### src/hdl/spfc_pkg.sv
`timescale 1ns / 1ps
`default_nettype none

package spfc_pkg;

    localparam int SLOTS_DEF = 16;
    localparam int ID_W      = 22;
    localparam int IDX_W     = 4;
    localparam int CNT_W     = 5;

    // request codes
    localparam logic [1:0] CMD_RESERVE = 2'd0;
    localparam logic [1:0] CMD_FILL    = 2'd1;
    localparam logic [1:0] CMD_CLAIM   = 2'd2;
    localparam logic [1:0] CMD_RELEASE = 2'd3;

    // result status codes
    localparam logic [1:0] STS_OK        = 2'd0;
    localparam logic [1:0] STS_NO_FREE   = 2'd1;
    localparam logic [1:0] STS_NO_FILLED = 2'd2;
    localparam logic [1:0] STS_NOT_BUSY  = 2'd3;

    // per-slot state codes
    localparam logic [1:0] SS_FREE   = 2'd0;
    localparam logic [1:0] SS_BUSY   = 2'd1;
    localparam logic [1:0] SS_FILLED = 2'd2;

    typedef struct packed {
        logic [1:0]       cmd;
        logic [IDX_W-1:0] slot_index;
        logic [ID_W-1:0]  supplier_id;
    } req_t;

    typedef struct packed {
        logic [1:0]       status;
        logic [IDX_W-1:0] slot_out;
        logic [ID_W-1:0]  id_out;
        logic [CNT_W-1:0] free_count;
        logic [CNT_W-1:0] filled_count;
    } rsp_t;

    // write controls towards the slot store
    typedef struct packed {
        logic       stat_we;
        logic       sup_we;
        logic [1:0] state;
    } store_wr_t;

    // registered read data from the slot store
    typedef struct packed {
        logic            written;
        logic [1:0]      state;
        logic [ID_W-1:0] supplier;
    } store_rd_t;

endpackage

`default_nettype wire

### src/hdl/spfc_store.sv
`timescale 1ns / 1ps
`default_nettype none

// Slot state and supplier memories, one write and one registered read a cycle.
// Written bits mark never-written entries, which the reader treats as free.
module spfc_store #(
    parameter int SLOTS = spfc_pkg::SLOTS_DEF,
    localparam int AW = (SLOTS > 1) ? $clog2(SLOTS) : 1
) (
    input  wire logic                         clk,
    input  wire logic                         rst_n,
    input  wire logic [AW-1:0]                rd_addr,
    input  wire logic [AW-1:0]                wr_addr,
    input  wire spfc_pkg::store_wr_t          wr,
    input  wire logic [spfc_pkg::ID_W-1:0]    wr_supplier,
    output spfc_pkg::store_rd_t               rd
);
    import spfc_pkg::*;

    logic [1:0]      state_mem [SLOTS];
    logic [ID_W-1:0] sup_mem   [SLOTS];
    logic [SLOTS-1:0] written_reg;

    logic [1:0]      rd_state_reg;
    logic [ID_W-1:0] rd_sup_reg;
    logic            rd_written_reg;

    always_ff @(posedge clk)
    begin
        if (wr.stat_we)
        begin
            state_mem[wr_addr] <= wr.state;
        end
        if (wr.sup_we)
        begin
            sup_mem[wr_addr] <= wr_supplier;
        end
        rd_state_reg <= state_mem[rd_addr];
        rd_sup_reg   <= sup_mem[rd_addr];
    end

    always_ff @(posedge clk or negedge rst_n)
    begin
        if (!rst_n)
        begin
            written_reg    <= '0;
            rd_written_reg <= 1'b0;
        end
        else
        begin
            if (wr.stat_we)
            begin
                written_reg[wr_addr] <= 1'b1;
            end
            rd_written_reg <= written_reg[rd_addr];
        end
    end

    assign rd.written  = rd_written_reg;
    assign rd.state    = rd_state_reg;
    assign rd.supplier = rd_sup_reg;

endmodule

`default_nettype wire

### src/hdl/slot_pool_fill_claim_table_core.sv
`timescale 1ns / 1ps
`default_nettype none

// Channel  Signals                      Word    Direction
// req      req_valid, req_stall, req    req_t   in  (stall driven by block)
// rsp      rsp_valid, rsp_stall, rsp    rsp_t   out (stall driven by sink)
//
// One word at a time. Reserve and claim scan the store one slot per
// cycle through a single registered read port, starting at slot 0;
// fill and release read only the named slot. A refused reserve or
// claim is answered from the counters without a scan.
// Reset sets the free count to SLOTS and clears the filled count and the written bits of the store; no clearing pass.
// req_stall is high from acceptance until the result sits in the output
// register; a stalled rsp holds the result and the next request waits.
module slot_pool_fill_claim_table_core #(
    parameter int SLOTS = spfc_pkg::SLOTS_DEF
) (
    input  wire logic           clk,
    input  wire logic           rst_n,
    input  wire logic           req_valid,
    output logic                req_stall,
    input  wire spfc_pkg::req_t req,
    output logic                rsp_valid,
    input  wire logic           rsp_stall,
    output spfc_pkg::rsp_t      rsp
);
    import spfc_pkg::*;

    localparam int AW = (SLOTS > 1) ? $clog2(SLOTS) : 1;
    localparam int CW = $clog2(SLOTS + 1);

    localparam logic [2:0] ST_IDLE  = 3'd0;
    localparam logic [2:0] ST_START = 3'd1;
    localparam logic [2:0] ST_SCAN  = 3'd2;
    localparam logic [2:0] ST_LOOK  = 3'd3;
    localparam logic [2:0] ST_DONE  = 3'd4;

    logic [2:0]      state_reg, state_next;
    req_t            req_reg;
    logic [AW-1:0]   addr_reg, addr_next;
    logic [AW-1:0]   look_addr_reg;      // address of the data now on the read port
    logic [CW-1:0]   free_cnt_reg, free_cnt_next;
    logic [CW-1:0]   filled_cnt_reg, filled_cnt_next;
    logic [1:0]      res_status_reg, res_status_next;
    logic [AW-1:0]   res_slot_reg, res_slot_next;
    logic [ID_W-1:0] res_id_reg, res_id_next;
    logic            rsp_valid_reg, rsp_valid_next;
    rsp_t            rsp_reg, rsp_next;

    store_wr_t       st_wr;
    store_rd_t       st_rd;
    logic [1:0]      eff_state;
    logic [1:0]      want_state;
    logic            hit;
    logic            idx_ok;
    logic            in_idx_ok;
    logic            accept;
    logic            out_load;

    spfc_store #(
        .SLOTS (SLOTS)
    ) u_store (
        .clk         (clk),
        .rst_n       (rst_n),
        .rd_addr     (addr_reg),
        .wr_addr     (look_addr_reg),
        .wr          (st_wr),
        .wr_supplier (req_reg.supplier_id),
        .rd          (st_rd)
    );

    assign req_stall = (state_reg != ST_IDLE);
    assign accept    = req_valid && !req_stall;
    assign out_load  = (state_reg == ST_DONE) && (!rsp_valid_reg || !rsp_stall);

    // never-written entries are free
    assign eff_state  = st_rd.written ? st_rd.state : SS_FREE;
    assign want_state = (req_reg.cmd == CMD_CLAIM) ? SS_FILLED : SS_FREE;
    assign hit        = (eff_state == want_state);
    assign idx_ok     = (int'(req_reg.slot_index) < SLOTS);
    assign in_idx_ok  = (int'(req.slot_index) < SLOTS);

    always_comb
    begin
        state_next      = state_reg;
        addr_next       = addr_reg;
        free_cnt_next   = free_cnt_reg;
        filled_cnt_next = filled_cnt_reg;
        res_status_next = res_status_reg;
        res_slot_next   = res_slot_reg;
        res_id_next     = res_id_reg;
        rsp_valid_next  = rsp_valid_reg;
        rsp_next        = rsp_reg;
        st_wr           = '0;

        if (rsp_valid_reg && !rsp_stall)
        begin
            rsp_valid_next = 1'b0;
        end

        case (state_reg)
            ST_IDLE:
            begin
                if (accept)
                begin
                    state_next = ST_START;
                    // point the read port at the named slot, or at slot 0 for a scan or an out-of-range index
                    if ((req.cmd == CMD_FILL || req.cmd == CMD_RELEASE) && in_idx_ok)
                    begin
                        addr_next = AW'(req.slot_index);
                    end
                    else
                    begin
                        addr_next = '0;
                    end
                end
            end

            ST_START:
            begin
                res_status_next = STS_OK;
                res_slot_next   = '0;
                res_id_next     = '0;
                case (req_reg.cmd)
                    CMD_RESERVE:
                    begin
                        if (free_cnt_reg == '0)
                        begin
                            res_status_next = STS_NO_FREE;
                            state_next      = ST_DONE;
                        end
                        else
                        begin
                            addr_next  = addr_reg + AW'(1);
                            state_next = ST_SCAN;
                        end
                    end
                    CMD_CLAIM:
                    begin
                        if (filled_cnt_reg == '0)
                        begin
                            res_status_next = STS_NO_FILLED;
                            state_next      = ST_DONE;
                        end
                        else
                        begin
                            addr_next  = addr_reg + AW'(1);
                            state_next = ST_SCAN;
                        end
                    end
                    default:
                    begin
                        if (!idx_ok)
                        begin
                            res_status_next = STS_NOT_BUSY;
                            state_next      = ST_DONE;
                        end
                        else
                        begin
                            state_next = ST_LOOK;
                        end
                    end
                endcase
            end

            ST_SCAN:
            begin
                // the counter guarantees a match before the end of the pool
                if (hit)
                begin
                    st_wr.stat_we = 1'b1;
                    st_wr.state   = SS_BUSY;
                    res_slot_next = look_addr_reg;
                    if (req_reg.cmd == CMD_CLAIM)
                    begin
                        res_id_next     = st_rd.supplier;
                        filled_cnt_next = filled_cnt_reg - CW'(1);
                    end
                    else
                    begin
                        free_cnt_next = free_cnt_reg - CW'(1);
                    end
                    state_next = ST_DONE;
                end
                else if (addr_reg != AW'(SLOTS - 1))
                begin
                    addr_next = addr_reg + AW'(1);
                end
            end

            ST_LOOK:
            begin
                // stored ids are only ever read from filled slots, so
                // clearing them on claim or release is not needed
                if (eff_state == SS_BUSY)
                begin
                    st_wr.stat_we = 1'b1;
                    res_slot_next = look_addr_reg;
                    if (req_reg.cmd == CMD_FILL)
                    begin
                        st_wr.sup_we    = 1'b1;
                        st_wr.state     = SS_FILLED;
                        filled_cnt_next = filled_cnt_reg + CW'(1);
                    end
                    else
                    begin
                        st_wr.state   = SS_FREE;
                        free_cnt_next = free_cnt_reg + CW'(1);
                    end
                end
                else
                begin
                    res_status_next = STS_NOT_BUSY;
                end
                state_next = ST_DONE;
            end

            ST_DONE:
            begin
                // hold until the output register is free
                if (out_load)
                begin
                    rsp_next.status       = res_status_reg;
                    rsp_next.slot_out     = IDX_W'(res_slot_reg);
                    rsp_next.id_out       = res_id_reg;
                    rsp_next.free_count   = CNT_W'(free_cnt_reg);
                    rsp_next.filled_count = CNT_W'(filled_cnt_reg);
                    rsp_valid_next        = 1'b1;
                    state_next            = ST_IDLE;
                end
            end

            default:
            begin
                state_next = ST_IDLE;
            end
        endcase
    end

    always_ff @(posedge clk or negedge rst_n)
    begin
        if (!rst_n)
        begin
            state_reg      <= ST_IDLE;
            free_cnt_reg   <= CW'(SLOTS);
            filled_cnt_reg <= '0;
            rsp_valid_reg  <= 1'b0;
        end
        else
        begin
            state_reg      <= state_next;
            free_cnt_reg   <= free_cnt_next;
            filled_cnt_reg <= filled_cnt_next;
            rsp_valid_reg  <= rsp_valid_next;
        end
    end

    always_ff @(posedge clk)
    begin
        if (accept)
        begin
            req_reg <= req;
        end
        addr_reg       <= addr_next;
        look_addr_reg  <= addr_reg;
        res_status_reg <= res_status_next;
        res_slot_reg   <= res_slot_next;
        res_id_reg     <= res_id_next;
        rsp_reg        <= rsp_next;
    end

    assign rsp_valid = rsp_valid_reg;
    assign rsp       = rsp_reg;

    // occupancy never exceeds the pool
    a_cnt_bound: assert property (@(posedge clk) disable iff (!rst_n)
        (int'(free_cnt_reg) + int'(filled_cnt_reg)) <= SLOTS)
        else $error("slot counters exceed pool size");

    // counters move only while a request is being served
    a_cnt_idle: assert property (@(posedge clk) disable iff (!rst_n)
        (state_reg == ST_IDLE) |=> ($stable(free_cnt_reg) && $stable(filled_cnt_reg)))
        else $error("slot counters changed while idle");

    // a scan only runs when its target count is non-zero
    a_scan_target: assert property (@(posedge clk) disable iff (!rst_n)
        (state_reg == ST_SCAN) |->
            ((req_reg.cmd == CMD_CLAIM) ? (filled_cnt_reg != '0) : (free_cnt_reg != '0)))
        else $error("scan started with empty target set");

    // a refused reserve reports an empty free count
    a_no_free: assert property (@(posedge clk) disable iff (!rst_n)
        (out_load && res_status_reg == STS_NO_FREE) |-> (free_cnt_reg == '0))
        else $error("no-free status with free slots left");

endmodule

`default_nettype wire
### config.mk
export PLATFORM = sky130hd
export DESIGN_NAME = slot_pool_fill_claim_table_core
export DESIGN_NICKNAME = d
export VERILOG_FILES = /design/src/hdl/spfc_pkg.sv /design/src/hdl/spfc_store.sv /design/src/hdl/slot_pool_fill_claim_table_core.sv
export SDC_FILE = /design/constraint.sdc
export NUM_CORES = 1
export LEC_CHECK = 0
export ABC_AREA = 1
export BUFFER_PORTS_ARGS = -buffer_cell sky130_fd_sc_hd__buf_4
export CELL_PAD_IN_SITES_DETAIL_PLACEMENT = 0
export CELL_PAD_IN_SITES_GLOBAL_PLACEMENT = 1
export CORE_MARGIN = 2
export CORE_UTILIZATION = 45
export DETAILED_ROUTE_END_ITERATION = 8
export PLACE_DENSITY_LB_ADDON = 0.1
export SLEW_MARGIN = 20
export SYNTH_ARGS = -nofsm -noshare
export SYNTH_HDL_FRONTEND = slang
export SYNTH_SLANG_ARGS = --single-unit
### constraint.sdc
create_clock -name clk -period 4.9 [get_ports clk]
set_input_delay 0.98 -clock clk [delete_from_list [all_inputs] [get_ports clk]]
set_output_delay 0.98 -clock clk [all_outputs]
set_load 0.01 [all_outputs]
# Word-level counts from Yosys, hierarchy flattened
# Memories as Yosys holds them, arrays and structs flattened. A register that Yosys moved wholly into a read port is not among the register bits.
# Index checks and enable logic that the tools add are counted.
# classes
bitwise_logic	1
reduce_logical	27
mux	57
magnitude_cmp	3
n_addsub	5
eq_ne	25
# ops
cell	count
$mux 22	2
$pmux 22 s2	1
$mux 5	8
$mux 4	9
$pmux 4 s3	2
$ne 2x2->1 const B	11
$pmux 5 s2	2
$or 16x16->16	1
$mux 3	5
$pmux 3 s5	1
$mux 1	14
$pmux 2 s2	3
$add 5x1->5 const B	2
$logic_not 5->1	2
$lt 4x5->1 const B	2
$mux 2	5
$reduce_and 5->1	2
$sub 5x1->5 const B	2
$ne 3x3->1 const B	3
$reduce_and 3->1	3
$reduce_bool 3->1	3
$pmux 4 s2	1
$reduce_and 7->1	1
$eq 2x1->1 const B	3
19 further kinds	30
# word_totals
regBits	129
ramBits	384
mem_count	2
wordCells	138
output_inout_bits	40
# mem_list
name	depth	word_bits	rd	rd_clocked_by_memory_dff	write_ports	line_no	source
u_store.sup_mem	16	22	1	1	1	spfc_store.sv:21	logic [ID_W-1:0] sup_mem [SLOTS];
u_store.state_mem	16	2	1	1	1	spfc_store.sv:20	logic [1:0] state_mem [SLOTS];

# Longest topological paths before layout
# logic_depth
ltp_word	7
ltp_mapped	11
ltp_nobuf	11

# Modules after synthesis
# A second synthesis with hierarchy kept.
# unflattened
hier_cells	2089
hier_area_um2	22496.6
# by_module_without_submodules
mod	area_per_inst_um2	cells_each	instances
spfc_store	17977.2	1722	1
slot_pool_fill_claim_table_core	4519.3	367	1

# Least setup slack after synthesis
# Ideal clock, no wire load.
# synth_timing
path_type	register to register
startpoint	reg state_reg[1]
endpoint	mem u_store.sup_mem[3][0], enable pin
stages_incl_launch_ff	8
arrival_ps	2731
setup_ps	429
t_required_ps	4471
synth_period_minus_slack_ps	3160
slack_ps	1740
path_cell_list	dfrtp_1 nand2_1 nor2_4 nand2_2 nor2_4 inv_2 buf_6 nor3_1
# synth_between
elab_chain_len	4
# synth_rtl
element	line_no	source
start, declared	slot_pool_fill_claim_table_core.sv:38	logic [2:0] state_reg, state_next;
start signal, assigned	slot_pool_fill_claim_table_core.sv:251	state_reg <= state_next;
$eq 3x2->1	slot_pool_fill_claim_table_core.sv:101	case (state_reg)
$mux 1	slot_pool_fill_claim_table_core.sv:101	
$mux 1	spfc_store.sv:34	if (wr.sup_we)
$mux 1 (implied by the code)	spfc_store.sv:36	sup_mem[wr_addr] <= wr_supplier;
end, declared	spfc_store.sv:21	
# Every way passes these cells.

==> results.sh <==
export IMPL_final_cell_mix="478 x edfxtp_1, 396 x nand2_1, 169 x nor2_1, 141 x inv_1, 119 x nand3_1"
export IMPL_worst_slack_ns=1.81
export IMPL_path_depth=8
export IMPL_synth_area_per_cell_um2=12.0
export IMPL_hpwl_um=28400
export IMPL_place_ws_ns=1.76
export IMPL_dpl_cell_count=2372
export IMPL_synth_area_leaders="edfxtp_1 68%, nand2_1 7.1%, dfrtp_1 3.6%"
export IMPL_p_per_area_nw_per_um2=597
export IMPL_dr_pass1_iters=7
export IMPL_syn_to_final_growth_pct=14.7
export IMPL_rsz0062_at_grt="no"
export IMPL_crit_required_ns=5.39
export IMPL_wl_met2_um=23200
export IMPL_max_cap_violations=0
export IMPL_critPathMaxStageDelay_ns=0.80
export IMPL_drc=0
export IMPL_r2r_cells=8
export IMPL_drt_iter0_markers=1175
export IMPL_tritoncts="yes"
export IMPL_nFillCells=4008
export IMPL_drive_above_1_share_pct=11.8
export IMPL_wire_per_inst_um=20.5
export IMPL_die_h_um=220
export IMPL_worst_path_buf_inv=2
export IMPL_viasPerCell=5.16
export IMPL_crit_path_end_kind="register"
export IMPL_final_cells=2476
export IMPL_crit_chain="inv_2 > nor2_4 > buf_4 > nand3_1 > nand2_1 > a21oi_1 > nand2_1 > o21ai_0"
export IMPL_synth_async_reset_ratio_pct=5.77
export IMPL_synth_largest_area_cell="edfxtp_1"
export IMPL_finalSetupTns_ns=0
export IMPL_cts_root_buf="clkbuf_16"
export IMPL_synth_top_flop_cell="edfxtp_1"
export IMPL_grt_pass1_wl_um=76900
export IMPL_slowest_stage="nor2_4"
export IMPL_antenna_found_initial=0
export IMPL_cts_sinks=537
export IMPL_drt_antenna_violating_nets=0
export IMPL_path_max_fanout=42
export IMPL_wl_met1_um=24000
export IMPL_yosysSeqAreaShare_pct=74.5
export IMPL_r2r_end="u_store.rd_sup_reg[2]"
export IMPL_floorplan_initialDensity_pct=45.4
export IMPL_crit_end="u_store.rd_sup_reg[2]"
export IMPL_ir_worst_vdd_v=0.000487
export IMPL_ys_seq_elements=537
export IMPL_num_rows=79
export IMPL_syn_nets=1788
export IMPL_r2r_start="addr_reg[2]"
export IMPL_tightest_slew_ns=1.21
export IMPL_clockBufferDepth=3
export IMPL_clk_latency_ns=0.61
export IMPL_layout_nets=1864
export IMPL_cts_hold_fix_buffers=0
export IMPL_netlist_area_um2=21000
export IMPL_synth_edf_count=478
export IMPL_power_leakage_nw=9.28
export IMPL_syn_inst=1747
export IMPL_cp_data_arrival_time_ns=3.57
export IMPL_critical_path_class="reg2reg"
export IMPL_slew_violations=0
export IMPL_r2r_slack_ns=1.81
export IMPL_synth_top_cell_area_share_pct=68.2
export IMPL_cts_repair_resized=0
export IMPL_cts_made_buffers=56
export IMPL_ios=72
export IMPL_topRoutingLayerUsed="met4"
export IMPL_cp_start_kind="register"
export IMPL_met3_wirelength_um=2600
export IMPL_h_tree_depth=2
export IMPL_die_x_um=220
export IMPL_hold_class="in2async"
export IMPL_core_um2=46400
export IMPL_ys_types=31
export IMPL_diodes=0
export IMPL_max_freq_ghz=0.324
export IMPL_routed_wl_um=50900
export IMPL_cp_top_family="simple AND/OR/NAND/NOR gates"
export IMPL_grt_max_degree=219
export IMPL_skew_ns=0.0148
export IMPL_slew_headroom_pct=19.3
export IMPL_place_gp_congestion=0.795
export IMPL_num_vias=12774
export IMPL_yosys_warnings=0
export IMPL_min_period_ns=3.09
export IMPL_largest_reg_flops=352
export IMPL_hold_violations=0
export IMPL_path_clk_slew_ns=0.06
export IMPL_status="complete, no violations"
export IMPL_final_common_cell="edfxtp_1"
export IMPL_cp_common_cell="nand2_1"
export IMPL_grt_total_usage_pct=21.6
export IMPL_grt_overflow=0
export IMPL_die_area_um2=48500
export IMPL_post_cts_repair_setup_buffers=0
export IMPL_post_route_period_util_pct=63.0
export IMPL_numPortBuffers=71
export IMPL_grt_pass1_vias=12326
export IMPL_critPathLaunch="addr_reg[2]"
export IMPL_finalSetupViolCount=0
==> through the flow <==
step                util [%]  area (um^2)  hold slack (ns)  total power (W)
finish                  52.1        24200            0.328           0.0144
global placement        48.1        22300            0.403           0.0103
detailed placement      48.1        22300            0.406           0.0103
CTS                     52.1        24100            0.324           0.0145
global route            52.1        24200            0.340           0.0153
floorplan                  -        21000            0.346          0.00885
==> where the power goes <==
group / switching, W / total, W / internal, W
Sequential: 0.000455 / 0.00623 / 0.00577
Combinational: 0.00282 / 0.00394 / 0.00113
Clock: 0.00173 / 0.00424 / 0.00251
==> layer usage <==
layer | GRT usage [%] | vias to the layer above
met3 | 3.40 | 74
met5 | 0 | -
met2 | 33.4 | 299
met1 | 32.0 | 6251
met4 | 5.66 | 0
li1 | - | 6150
==> synth_stat cells, drive strengths merged (7+ instances only) <==
cell / count
inv: 147
nand2: 402
ha: 7
clkbuf: 30
nand3: 119
o211ai: 25
edfxtp: 478
dfxtp: 28
buf: 49
nor2: 180
dfrtp: 30
o21ai: 110
a21oi: 117
nor3: 15
==> kinds of logic (layout without fill, tap and decap cells) <==
kind of cell | count (synthesis) | after routing | share of synthesized area [%]
simple gates | 718 | 718 | 14.0
xor+xnor | 3 | 3 | 0.125
compound gates | 253 | 253 | 6.32
buf+inv | 227 | 349 | 4.40
fa+ha+maj | 9 | 9 | 0.606
flops | 537 | 537 | 74.5
==> layout make-up <==
type / instances / area, um^2 / share of cell area (%)
timing repair buffer: 97 / 753 / 3.12
inverter: 148 / 558 / 2.31
clock buffer: 77 / 1570 / 6.52
tap: 607 / 759 / 3.14
sequential: 537 / 15700 / 65.0
clock inverter: 27 / 273 / 1.13
multi-input combinational: 983 / 4540 / 18.8
==> worst min-delay path by stage <==
stage                    from                     end  slack (ns)  depth (start not counted)
2_1_floorplan     addr_reg[3]        look_addr_reg[3]        0.35                          0
3_3_place_gp   res_id_reg[19]                 rsp[29]        0.40                          0
3_5_place_dp    res_id_reg[4]                 rsp[14]        0.41                          0
4_1_cts                 rst_n  u_store.rd_written_reg        0.32                          1
5_1_grt                 rst_n               rsp_valid        0.34                          1
6_report                rst_n               rsp_valid        0.33                          1
Note: power is estimated with default switching activity, not from simulation.
